File: config.mk
export PLATFORM = sky130hd
export DESIGN_NAME = led_blink_pattern_controller_core
export DESIGN_NICKNAME = d
export VERILOG_FILES = /design/src/hw/rtl/lbpc_pkg.sv /design/src/hw/rtl/led_blink_pattern_controller_core.sv
export SDC_FILE = /design/constraint.sdc
export NUM_CORES = 2
export LEC_CHECK = 0
export BUFFER_PORTS_ARGS = -buffer_cell sky130_fd_sc_hd__buf_2
export CAP_MARGIN = 0
export CORE_MARGIN = 8
export CORE_UTILIZATION = 39
export CTS_BUF_LIST = sky130_fd_sc_hd__clkbuf_8
export DETAILED_ROUTE_END_ITERATION = 10
export GPL_ROUTABILITY_DRIVEN = 1
export GPL_TIMING_DRIVEN = 0
export PLACE_DENSITY_LB_ADDON = 0.3
export SYNTH_ARGS = -nofsm -noshare
export SYNTH_HDL_FRONTEND = slang
export SYNTH_SLANG_ARGS = --single-unit
File: constraint.sdc
create_clock -name clk_i -period 25.3 [get_ports clk_i]
set_input_delay 2.53 -clock clk_i [delete_from_list [all_inputs] [get_ports clk_i]]
set_output_delay 2.53 -clock clk_i [all_outputs]
set_load 0.01 [all_outputs]
File: src/hw/rtl/lbpc_pkg.sv
// Package for the LED blink pattern controller: mode codes, register
// indexes, toggle periods and reset defaults. No dependencies.
package lbpc_pkg;

  localparam int NumLedsDefault  = 3;
  localparam int TimeBitsDefault = 32;
  localparam int ModeRegs        = 3;
  localparam int NumOutLeds      = 3;

  localparam int ModeW  = 3;
  localparam int CfgIdW = 3;
  localparam int CfgDW  = 16;
  localparam int TickW  = 16;
  localparam int CountW = 8;
  localparam int ElapW  = 10;

  localparam logic [ModeW-1:0] MODE_OFF     = 3'd0;
  localparam logic [ModeW-1:0] MODE_ON      = 3'd1;
  localparam logic [ModeW-1:0] MODE_FAST    = 3'd2;
  localparam logic [ModeW-1:0] MODE_SLOW    = 3'd3;
  localparam logic [ModeW-1:0] MODE_PROFILE = 3'd4;

  localparam logic [CfgIdW-1:0] REG_MODE_POWER  = 3'd0;
  localparam logic [CfgIdW-1:0] REG_MODE_GPS    = 3'd1;
  localparam logic [CfgIdW-1:0] REG_MODE_TX     = 3'd2;
  localparam logic [CfgIdW-1:0] REG_CYCLE       = 3'd3;
  localparam logic [CfgIdW-1:0] REG_ON_TICKS    = 3'd4;
  localparam logic [CfgIdW-1:0] REG_OFF_TICKS   = 3'd5;
  localparam logic [CfgIdW-1:0] REG_PULSE_COUNT = 3'd6;

  localparam logic [TickW-1:0] FAST_TICKS = 16'd150;
  localparam logic [TickW-1:0] SLOW_TICKS = 16'd500;

  localparam logic [TickW-1:0]  CYCLE_RST       = 16'd5000;
  localparam logic [TickW-1:0]  ON_TICKS_RST    = 16'd2000;
  localparam logic [TickW-1:0]  OFF_TICKS_RST   = 16'd500;
  localparam logic [CountW-1:0] PULSE_COUNT_RST = 8'd2;
  localparam logic [CountW-1:0] COUNT_MAX       = 8'hFF;

endpackage

File: src/hw/rtl/led_blink_pattern_controller_core.sv
// LED blink pattern controller top level: tick counter, per-LED mode logic
// and blink profile sequencing. Depends on lbpc_pkg.
// Structure: input register, then update logic into the result register.
// Throughput: one item per cycle; an output stall holds the input.
// Reset: asynchronous, active low; modes off, profile registers at their
// defaults, time counter, stamps and LED state cleared.
module led_blink_pattern_controller_core #(
  parameter int NUM_LEDS  = lbpc_pkg::NumLedsDefault,
  parameter int TIME_BITS = lbpc_pkg::TimeBitsDefault
) (
  input  logic                         clk_i,
  input  logic                         rst_ni,
  input  logic                         in_valid_i,
  output logic                         in_stall_o,
  input  logic [lbpc_pkg::ElapW-1:0]   elapsed_i,
  output logic                         out_valid_o,
  input  logic                         out_stall_i,
  output logic                         power_led_o,
  output logic                         gps_led_o,
  output logic                         transmitter_led_o,
  output logic                         cycle_restarted_o,
  input  logic                         cfg_valid_i,
  output logic                         cfg_ready_o,
  input  logic [lbpc_pkg::CfgIdW-1:0]  cfg_index_i,
  input  logic [lbpc_pkg::CfgDW-1:0]   cfg_data_i
);

  logic [lbpc_pkg::ModeW-1:0]  mode_q [lbpc_pkg::ModeRegs];
  logic [lbpc_pkg::TickW-1:0]  cycle_period_q, on_ticks_q, off_ticks_q;
  logic [lbpc_pkg::CountW-1:0] pulse_count_q;

  logic                       s1_valid_q;
  logic [lbpc_pkg::ElapW-1:0] elapsed_q;
  logic                       advance, fire, in_accept;

  logic [TIME_BITS-1:0] time_q, time_d, cycle_start_q, cycle_start_d;
  logic                 restart;

  logic [lbpc_pkg::ModeW-1:0]  led_mode [NUM_LEDS];
  logic                        lvl_q    [NUM_LEDS];
  logic                        lvl_d    [NUM_LEDS];
  logic [TIME_BITS-1:0]        tstamp_q [NUM_LEDS];
  logic [TIME_BITS-1:0]        tstamp_d [NUM_LEDS];
  logic [TIME_BITS-1:0]        pstamp_q [NUM_LEDS];
  logic [TIME_BITS-1:0]        pstamp_d [NUM_LEDS];
  logic [lbpc_pkg::CountW-1:0] done_q   [NUM_LEDS];
  logic [lbpc_pkg::CountW-1:0] done_d   [NUM_LEDS];
  logic                        lit_q    [NUM_LEDS];
  logic                        lit_d    [NUM_LEDS];
  logic                        fin_q    [NUM_LEDS];
  logic                        fin_d    [NUM_LEDS];

  logic [lbpc_pkg::NumOutLeds-1:0] out_lvl, out_lvl_q;
  logic                            out_valid_q, out_restart_q;

  // Configuration
  assign cfg_ready_o = 1'b1;

  always_ff @(posedge clk_i or negedge rst_ni) begin
    if (!rst_ni) begin
      for (int i = 0; i < lbpc_pkg::ModeRegs; i++) begin
        mode_q[i] <= lbpc_pkg::MODE_OFF;
      end
      cycle_period_q <= lbpc_pkg::CYCLE_RST;
      on_ticks_q     <= lbpc_pkg::ON_TICKS_RST;
      off_ticks_q    <= lbpc_pkg::OFF_TICKS_RST;
      pulse_count_q  <= lbpc_pkg::PULSE_COUNT_RST;
    end else if (cfg_valid_i) begin
      case (cfg_index_i)
        lbpc_pkg::REG_MODE_POWER:  mode_q[0] <= cfg_data_i[lbpc_pkg::ModeW-1:0];
        lbpc_pkg::REG_MODE_GPS:    mode_q[1] <= cfg_data_i[lbpc_pkg::ModeW-1:0];
        lbpc_pkg::REG_MODE_TX:     mode_q[2] <= cfg_data_i[lbpc_pkg::ModeW-1:0];
        lbpc_pkg::REG_CYCLE:       cycle_period_q <= cfg_data_i;
        lbpc_pkg::REG_ON_TICKS:    on_ticks_q <= cfg_data_i;
        lbpc_pkg::REG_OFF_TICKS:   off_ticks_q <= cfg_data_i;
        lbpc_pkg::REG_PULSE_COUNT: pulse_count_q <= cfg_data_i[lbpc_pkg::CountW-1:0];
        default: ;
      endcase
    end
  end

  // Handshake and input register
  assign advance    = !out_valid_q || !out_stall_i;
  assign fire       = s1_valid_q && advance;
  assign in_stall_o = s1_valid_q && !advance;
  assign in_accept  = in_valid_i && !in_stall_o;

  always_ff @(posedge clk_i or negedge rst_ni) begin
    if (!rst_ni) begin
      s1_valid_q <= 1'b0;
    end else if (in_accept) begin
      s1_valid_q <= 1'b1;
    end else if (fire) begin
      s1_valid_q <= 1'b0;
    end
  end

  always_ff @(posedge clk_i) begin
    if (in_accept) begin
      elapsed_q <= elapsed_i;
    end
  end

  // LEDs without a mode register stay off
  for (genvar g = 0; g < NUM_LEDS; g++) begin : g_mode
    if (g < lbpc_pkg::ModeRegs) begin : g_reg
      assign led_mode[g] = mode_q[g];
    end else begin : g_off
      assign led_mode[g] = lbpc_pkg::MODE_OFF;
    end
  end

  // Update logic
  always_comb begin
    time_d        = time_q + TIME_BITS'(elapsed_q);
    restart       = (time_d - cycle_start_q) >= TIME_BITS'(cycle_period_q);
    cycle_start_d = restart ? time_d : cycle_start_q;
    for (int i = 0; i < NUM_LEDS; i++) begin
      lvl_d[i]    = lvl_q[i];
      tstamp_d[i] = tstamp_q[i];
      pstamp_d[i] = pstamp_q[i];
      done_d[i]   = done_q[i];
      lit_d[i]    = lit_q[i];
      fin_d[i]    = fin_q[i];
      if (restart && led_mode[i] == lbpc_pkg::MODE_PROFILE) begin
        done_d[i]   = '0;
        lit_d[i]    = 1'b0;
        fin_d[i]    = 1'b0;
        pstamp_d[i] = time_d;
        lvl_d[i]    = 1'b0;
      end
      case (led_mode[i])
        lbpc_pkg::MODE_OFF: begin
          lvl_d[i] = 1'b0;
        end
        lbpc_pkg::MODE_ON: begin
          lvl_d[i] = 1'b1;
        end
        lbpc_pkg::MODE_FAST, lbpc_pkg::MODE_SLOW: begin
          if ((time_d - tstamp_q[i]) >= TIME_BITS'((led_mode[i] == lbpc_pkg::MODE_SLOW) ?
              lbpc_pkg::SLOW_TICKS : lbpc_pkg::FAST_TICKS)) begin
            lvl_d[i]    = !lvl_q[i];
            tstamp_d[i] = time_d;
          end
        end
        lbpc_pkg::MODE_PROFILE: begin
          if (fin_d[i]) begin
            lvl_d[i] = 1'b0;
          end else if (lit_d[i]) begin
            if ((time_d - pstamp_d[i]) >= TIME_BITS'(on_ticks_q)) begin
              lvl_d[i]    = 1'b0;
              lit_d[i]    = 1'b0;
              pstamp_d[i] = time_d;
              if (done_d[i] != lbpc_pkg::COUNT_MAX) begin
                done_d[i] = done_d[i] + lbpc_pkg::CountW'(1);
              end
              if (done_d[i] >= pulse_count_q) begin
                fin_d[i] = 1'b1;
              end
            end
          end else if (done_d[i] < pulse_count_q &&
                       (time_d - pstamp_d[i]) >= TIME_BITS'(off_ticks_q)) begin
            lvl_d[i]    = 1'b1;
            lit_d[i]    = 1'b1;
            pstamp_d[i] = time_d;
          end
        end
        default: ;
      endcase
    end
  end

  always_ff @(posedge clk_i or negedge rst_ni) begin
    if (!rst_ni) begin
      time_q        <= '0;
      cycle_start_q <= '0;
      for (int i = 0; i < NUM_LEDS; i++) begin
        lvl_q[i]    <= 1'b0;
        tstamp_q[i] <= '0;
        pstamp_q[i] <= '0;
        done_q[i]   <= '0;
        lit_q[i]    <= 1'b0;
        fin_q[i]    <= 1'b0;
      end
    end else if (fire) begin
      time_q        <= time_d;
      cycle_start_q <= cycle_start_d;
      for (int i = 0; i < NUM_LEDS; i++) begin
        lvl_q[i]    <= lvl_d[i];
        tstamp_q[i] <= tstamp_d[i];
        pstamp_q[i] <= pstamp_d[i];
        done_q[i]   <= done_d[i];
        lit_q[i]    <= lit_d[i];
        fin_q[i]    <= fin_d[i];
      end
    end
  end

  // Result register
  for (genvar g = 0; g < lbpc_pkg::NumOutLeds; g++) begin : g_out
    if (g < NUM_LEDS) begin : g_led
      assign out_lvl[g] = lvl_d[g];
    end else begin : g_none
      assign out_lvl[g] = 1'b0;
    end
  end

  always_ff @(posedge clk_i or negedge rst_ni) begin
    if (!rst_ni) begin
      out_valid_q <= 1'b0;
    end else if (advance) begin
      out_valid_q <= s1_valid_q;
    end
  end

  always_ff @(posedge clk_i) begin
    if (fire) begin
      out_lvl_q     <= out_lvl;
      out_restart_q <= restart;
    end
  end

  assign out_valid_o       = out_valid_q;
  assign power_led_o       = out_lvl_q[0];
  assign gps_led_o         = out_lvl_q[1];
  assign transmitter_led_o = out_lvl_q[2];
  assign cycle_restarted_o = out_restart_q;

  // Assertions
  a_restart_stamp: assert property (@(posedge clk_i) disable iff (!rst_ni)
    fire && restart |=> cycle_start_q == time_q)
    else $error("cycle start not stamped on restart");

  a_time_hold: assert property (@(posedge clk_i) disable iff (!rst_ni)
    !fire |=> $stable(time_q))
    else $error("time counter moved without a transfer");

  a_stall_full: assert property (@(posedge clk_i) disable iff (!rst_ni)
    in_stall_o |-> s1_valid_q && out_valid_q)
    else $error("input stalled with a free pipeline");

endmodule
==> run_results.csv <==
group,metric,value,unit
grt,antenna_found_initial,10,
clocking,path_clk_slew,0.06,ns
floorplanning,initial_core_util,39.3,%
setup_path,critPathMaxFanout,15,
logic_synthesis,synthesis.nets,4574,
timing,max_freq,0.0641,GHz
logic_synthesis,yosys-top-cells-area,"dfrtp_1 (24%), ha_1 (14%), a21oi_1 (5.0%)",
timing,fin_crit_sh,61.6,%
clocking,cts_tree,"yes",
timing,setup_viol,0,
placed_design,dp_hpwl,83300,um
logic_synthesis,avgSynthCellArea,8.37,sq um
logic_synthesis,synth_enable_flop_cells,14,
setup_path,path_depth,57,
route,vias_per_cell,5.78,
grt,grt_pass1_wl,174000,um
layout,syn2layout_area_growth,9.33,%
worst_hold_path,min_from,"time_q[6]$_DFFE_PN0P_",
route,num_vias,31600,
layout,nets,4688,
clocking,post_cts_buffers,0,
layout,postLayoutCoreUtil,42.9,%
logic_synthesis,yosysUniqueCellTypes,117,
setup_path,critPathTopFamily,"compound AO/OA/AOI/OAI gates",
placed_design,gp_congestion,0.916,
logic_synthesis,seq_area_frac_synth,27.0,%
route,drtPass1Iterations,8,
setup_path,end_kind,"register",
floorplanning,rows,109,
clocking,cts_buffers,72,
clocking,htreeDepth,3,
timing,setup_tns,0,ns
setup_path,path_buf_inv,6,
timing,worst_pin_slew,1.48,ns
timing,maxSlewHeadroom,0.491,%
run_status,outcome,"complete, but fails checks",
clocking,cts_sinks,370,
worst_hold_path,hold_end,"time_q[6]$_DFFE_PN0P_",
route,drt-initial-drc-count,2692,
timing,min_period,15.59,ns
route,ant_nets,0,
grt,grt_max_degree,112,
placed_design,place_area,36400,sq um
placed_design,io_buffers,37,
setup_path,r2r_slack,9.71,ns
logic_synthesis,synthCells,4133,
worst_hold_path,hold_class,"reg2reg",
route,drt-total-wl,113000,um
timing,rsz0062_at_grt,"false",
layout,final_cell_area,37800,sq um
setup_path,critPathRequiredTime,25.84,ns
timing,slew_viol_final,0,
clocking,cts-root-buf,"clkbuf_8",
setup_path,crit_slowest_cell,"clkinv_1",
run_status,violations,"max-capacitance violations",
setup_path,critPathMaxStageDelay,1.14,ns
job,max-cap-violations,1,
logic_synthesis,synth_top_area_share,24.4,%
floorplanning,fp.dieArea,98500,sq um
floorplanning,pin_count,41,
setup_path,timing.rr.end,"pstamp_q[72]$_DFFE_PN0P_",
timing,skew,0.0259,ns
floorplanning,die_height,314,um
layout,drive_above_1_share,9.92,%
clocking,clock_path_buffers,3,
timing,hold_viol,0,
clocking,cts.hold.buffers_added,0,
setup_path,critPathKind,"reg2reg",
setup_path,worstPathArrival,16.13,ns
worst_hold_path,min_path_cells,2,
setup_path,worst_setup_path_start_kind,"register",
route,drc,0,
logic_synthesis,synth_ff_type,"dfrtp_1",
logic_synthesis,ys_seq_elements,370,
floorplanning,core_area,88100,sq um
setup_path,crit-reg2reg-launch,"time_q[0]$_DFFE_PN0P_",
logic_synthesis,syn_area,34600,sq um
logic_synthesis,ys_warn_count,0,
logic_synthesis,synth_top_cell_by_area,"dfrtp_1",
grt,grt_util_all_layers,22.1,%
clocking,clock_latency,0.66,ns
route,routedWlPerCell,20.6,um
setup_path,r2r_cells,57,
logic_synthesis,async_flop_share,96.2,%
clocking,ctsResizeCount,0,
grt,grt_pass1_vias,30200,
floorplanning,die_w,314,um
grt,gr-total-overflow,0,
[state kept, by name (all words and copies together) (netlist names)]
| name | count |
|---|---|
| lit_q | 3 |
| out_lvl_q | 3 |
| out_valid_o | 1 |
| pulse_count_q | 8 |
| done_q | 24 |
| cycle_start_q | 32 |
| cycle_period_q | 16 |
| off_ticks_q | 16 |
| elapsed_q | 10 |
| lvl_q | 3 |
| pstamp_q | 96 |
| tstamp_q | 96 |
| on_ticks_q | 16 |
| cycle_restarted_o | 1 |
| fin_q | 3 |
| s1_valid_q | 1 |
| led_mode | 9 |
| time_q | 32 |
[area by class of cell]
class / instances / area (sq um)
clock inverters: 42 / 234
clock buffers: 89 / 1220
diodes: 2 / 5.00
flip-flops and latches: 370 / 9350
well taps: 1165 / 1460
plain buffers: 164 / 736
fillers: 9014 / 50300
multi-input cells: 3320 / 23500
repair buffers: 40 / 278
inverters: 279 / 1050
[worst reg2reg max path: cells and delay by family (launching register included)]
family | cells | cell delay [ns]
compound gates | 27 | 6.98
fa+ha+maj | 7 | 2.57
flops | 1 | 0.35
mux | 1 | 0.31
xor+xnor | 3 | 1.02
simple gates | 13 | 1.99
buf+inv | 6 | 2.30
[cell usage after synthesis (all sizes together), types with 44 or more instances]
cell,instances
ha,399
o21a,44
and2,57
nand2b,60
a21oi,350
clkbuf,121
nor3,67
mux2i,74
nand2,449
nor2,249
and3,49
xnor2,114
dfrtp,338
inv,275
xor2,81
a21o,104
mux2,141
nand4,52
o21ai,323
nand3,89
nor2b,55
[logic make-up (layout without fill, tap and decap cells)]
family,count (synthesis),in the layout,share of synthesized area (%)
compound gates,1213,1213,22.5
flops,370,370,27.0
other cells,1,3,0.0108
buf+inv,443,614,5.07
fa+ha+maj,407,407,14.9
simple gates,1288,1288,18.3
mux,215,215,7.06
xor+xnor,196,196,5.14
[how the worst max path moves through the flow]
| stage | slack (ns) | from | endpoint |
|---|---|---|---|
| after floorplan | 14.62 | time_q[0]$_DFFE_PN0P_ | pstamp_q[66]$_DFFE_PN0P_ |
| after global placement | 10.04 | elapsed_q[0]$_DFFE_PP_ | pstamp_q[70]$_DFFE_PN0P_ |
| after detailed placement | 9.94 | time_q[0]$_DFFE_PN0P_ | pstamp_q[73]$_DFFE_PN0P_ |
| after CTS | 9.89 | time_q[0]$_DFFE_PN0P_ | pstamp_q[95]$_DFFE_PN0P_ |
| after global routing | 8.72 | time_q[0]$_DFFE_PN0P_ | pstamp_q[72]$_DFFE_PN0P_ |
| final | 9.71 | time_q[0]$_DFFE_PN0P_ | pstamp_q[72]$_DFFE_PN0P_ |
[cell usage in the layout, fill, tap and decap left out, types with 18 or more instances in the layout]
cell,instances
nand2_1,449
ha_1,399
a21oi_1,348
dfrtp_1,338
o21ai_0,315
inv_1,299
nor2_1,248
xnor2_1,112
mux2_2,111
a21o_1,104
clkbuf_1,95
clkbuf_8,89
nand3_1,88
xor2_1,80
mux2i_1,74
nor3_1,65
buf_2,61
nand2b_1,60
and2_1,57
nor2b_1,55
nand4_1,52
and3_1,47
o21a_1,43
a31oi_1,40
a211oi_1,37
o211ai_1,36
or3_1,31
nor4_1,30
mux2_4,30
o31ai_1,27
clkbuf_2,26
o21bai_1,23
a221oi_1,21
dfstp_2,18
[metrics by stage]
stage                     hold WS, ns  setup slack, ns  instances
after global placement          0.464            10.04       5335
after detailed placement        0.469             9.94       5338
after CTS                       0.483             9.89       5469
after global routing            0.501             8.72       5471
final                           0.479             9.71       5471
after floorplan                 0.450            14.62       4133
[metal layers]
layer,vias to the layer above,wire (um),global-route usage (%),part of all wire (%)
met5,-,0,0,0
li1,15300,-,-,-
met3,186,6860,3.13,6.1
met4,0,3410,7.09,3.0
met1,15200,52100,30.7,46
met2,927,50200,35.3,45
Power is left out: the tool's default activity adds up to more than one toggle a clock period on the data nets, which glitch-free logic cannot reach.
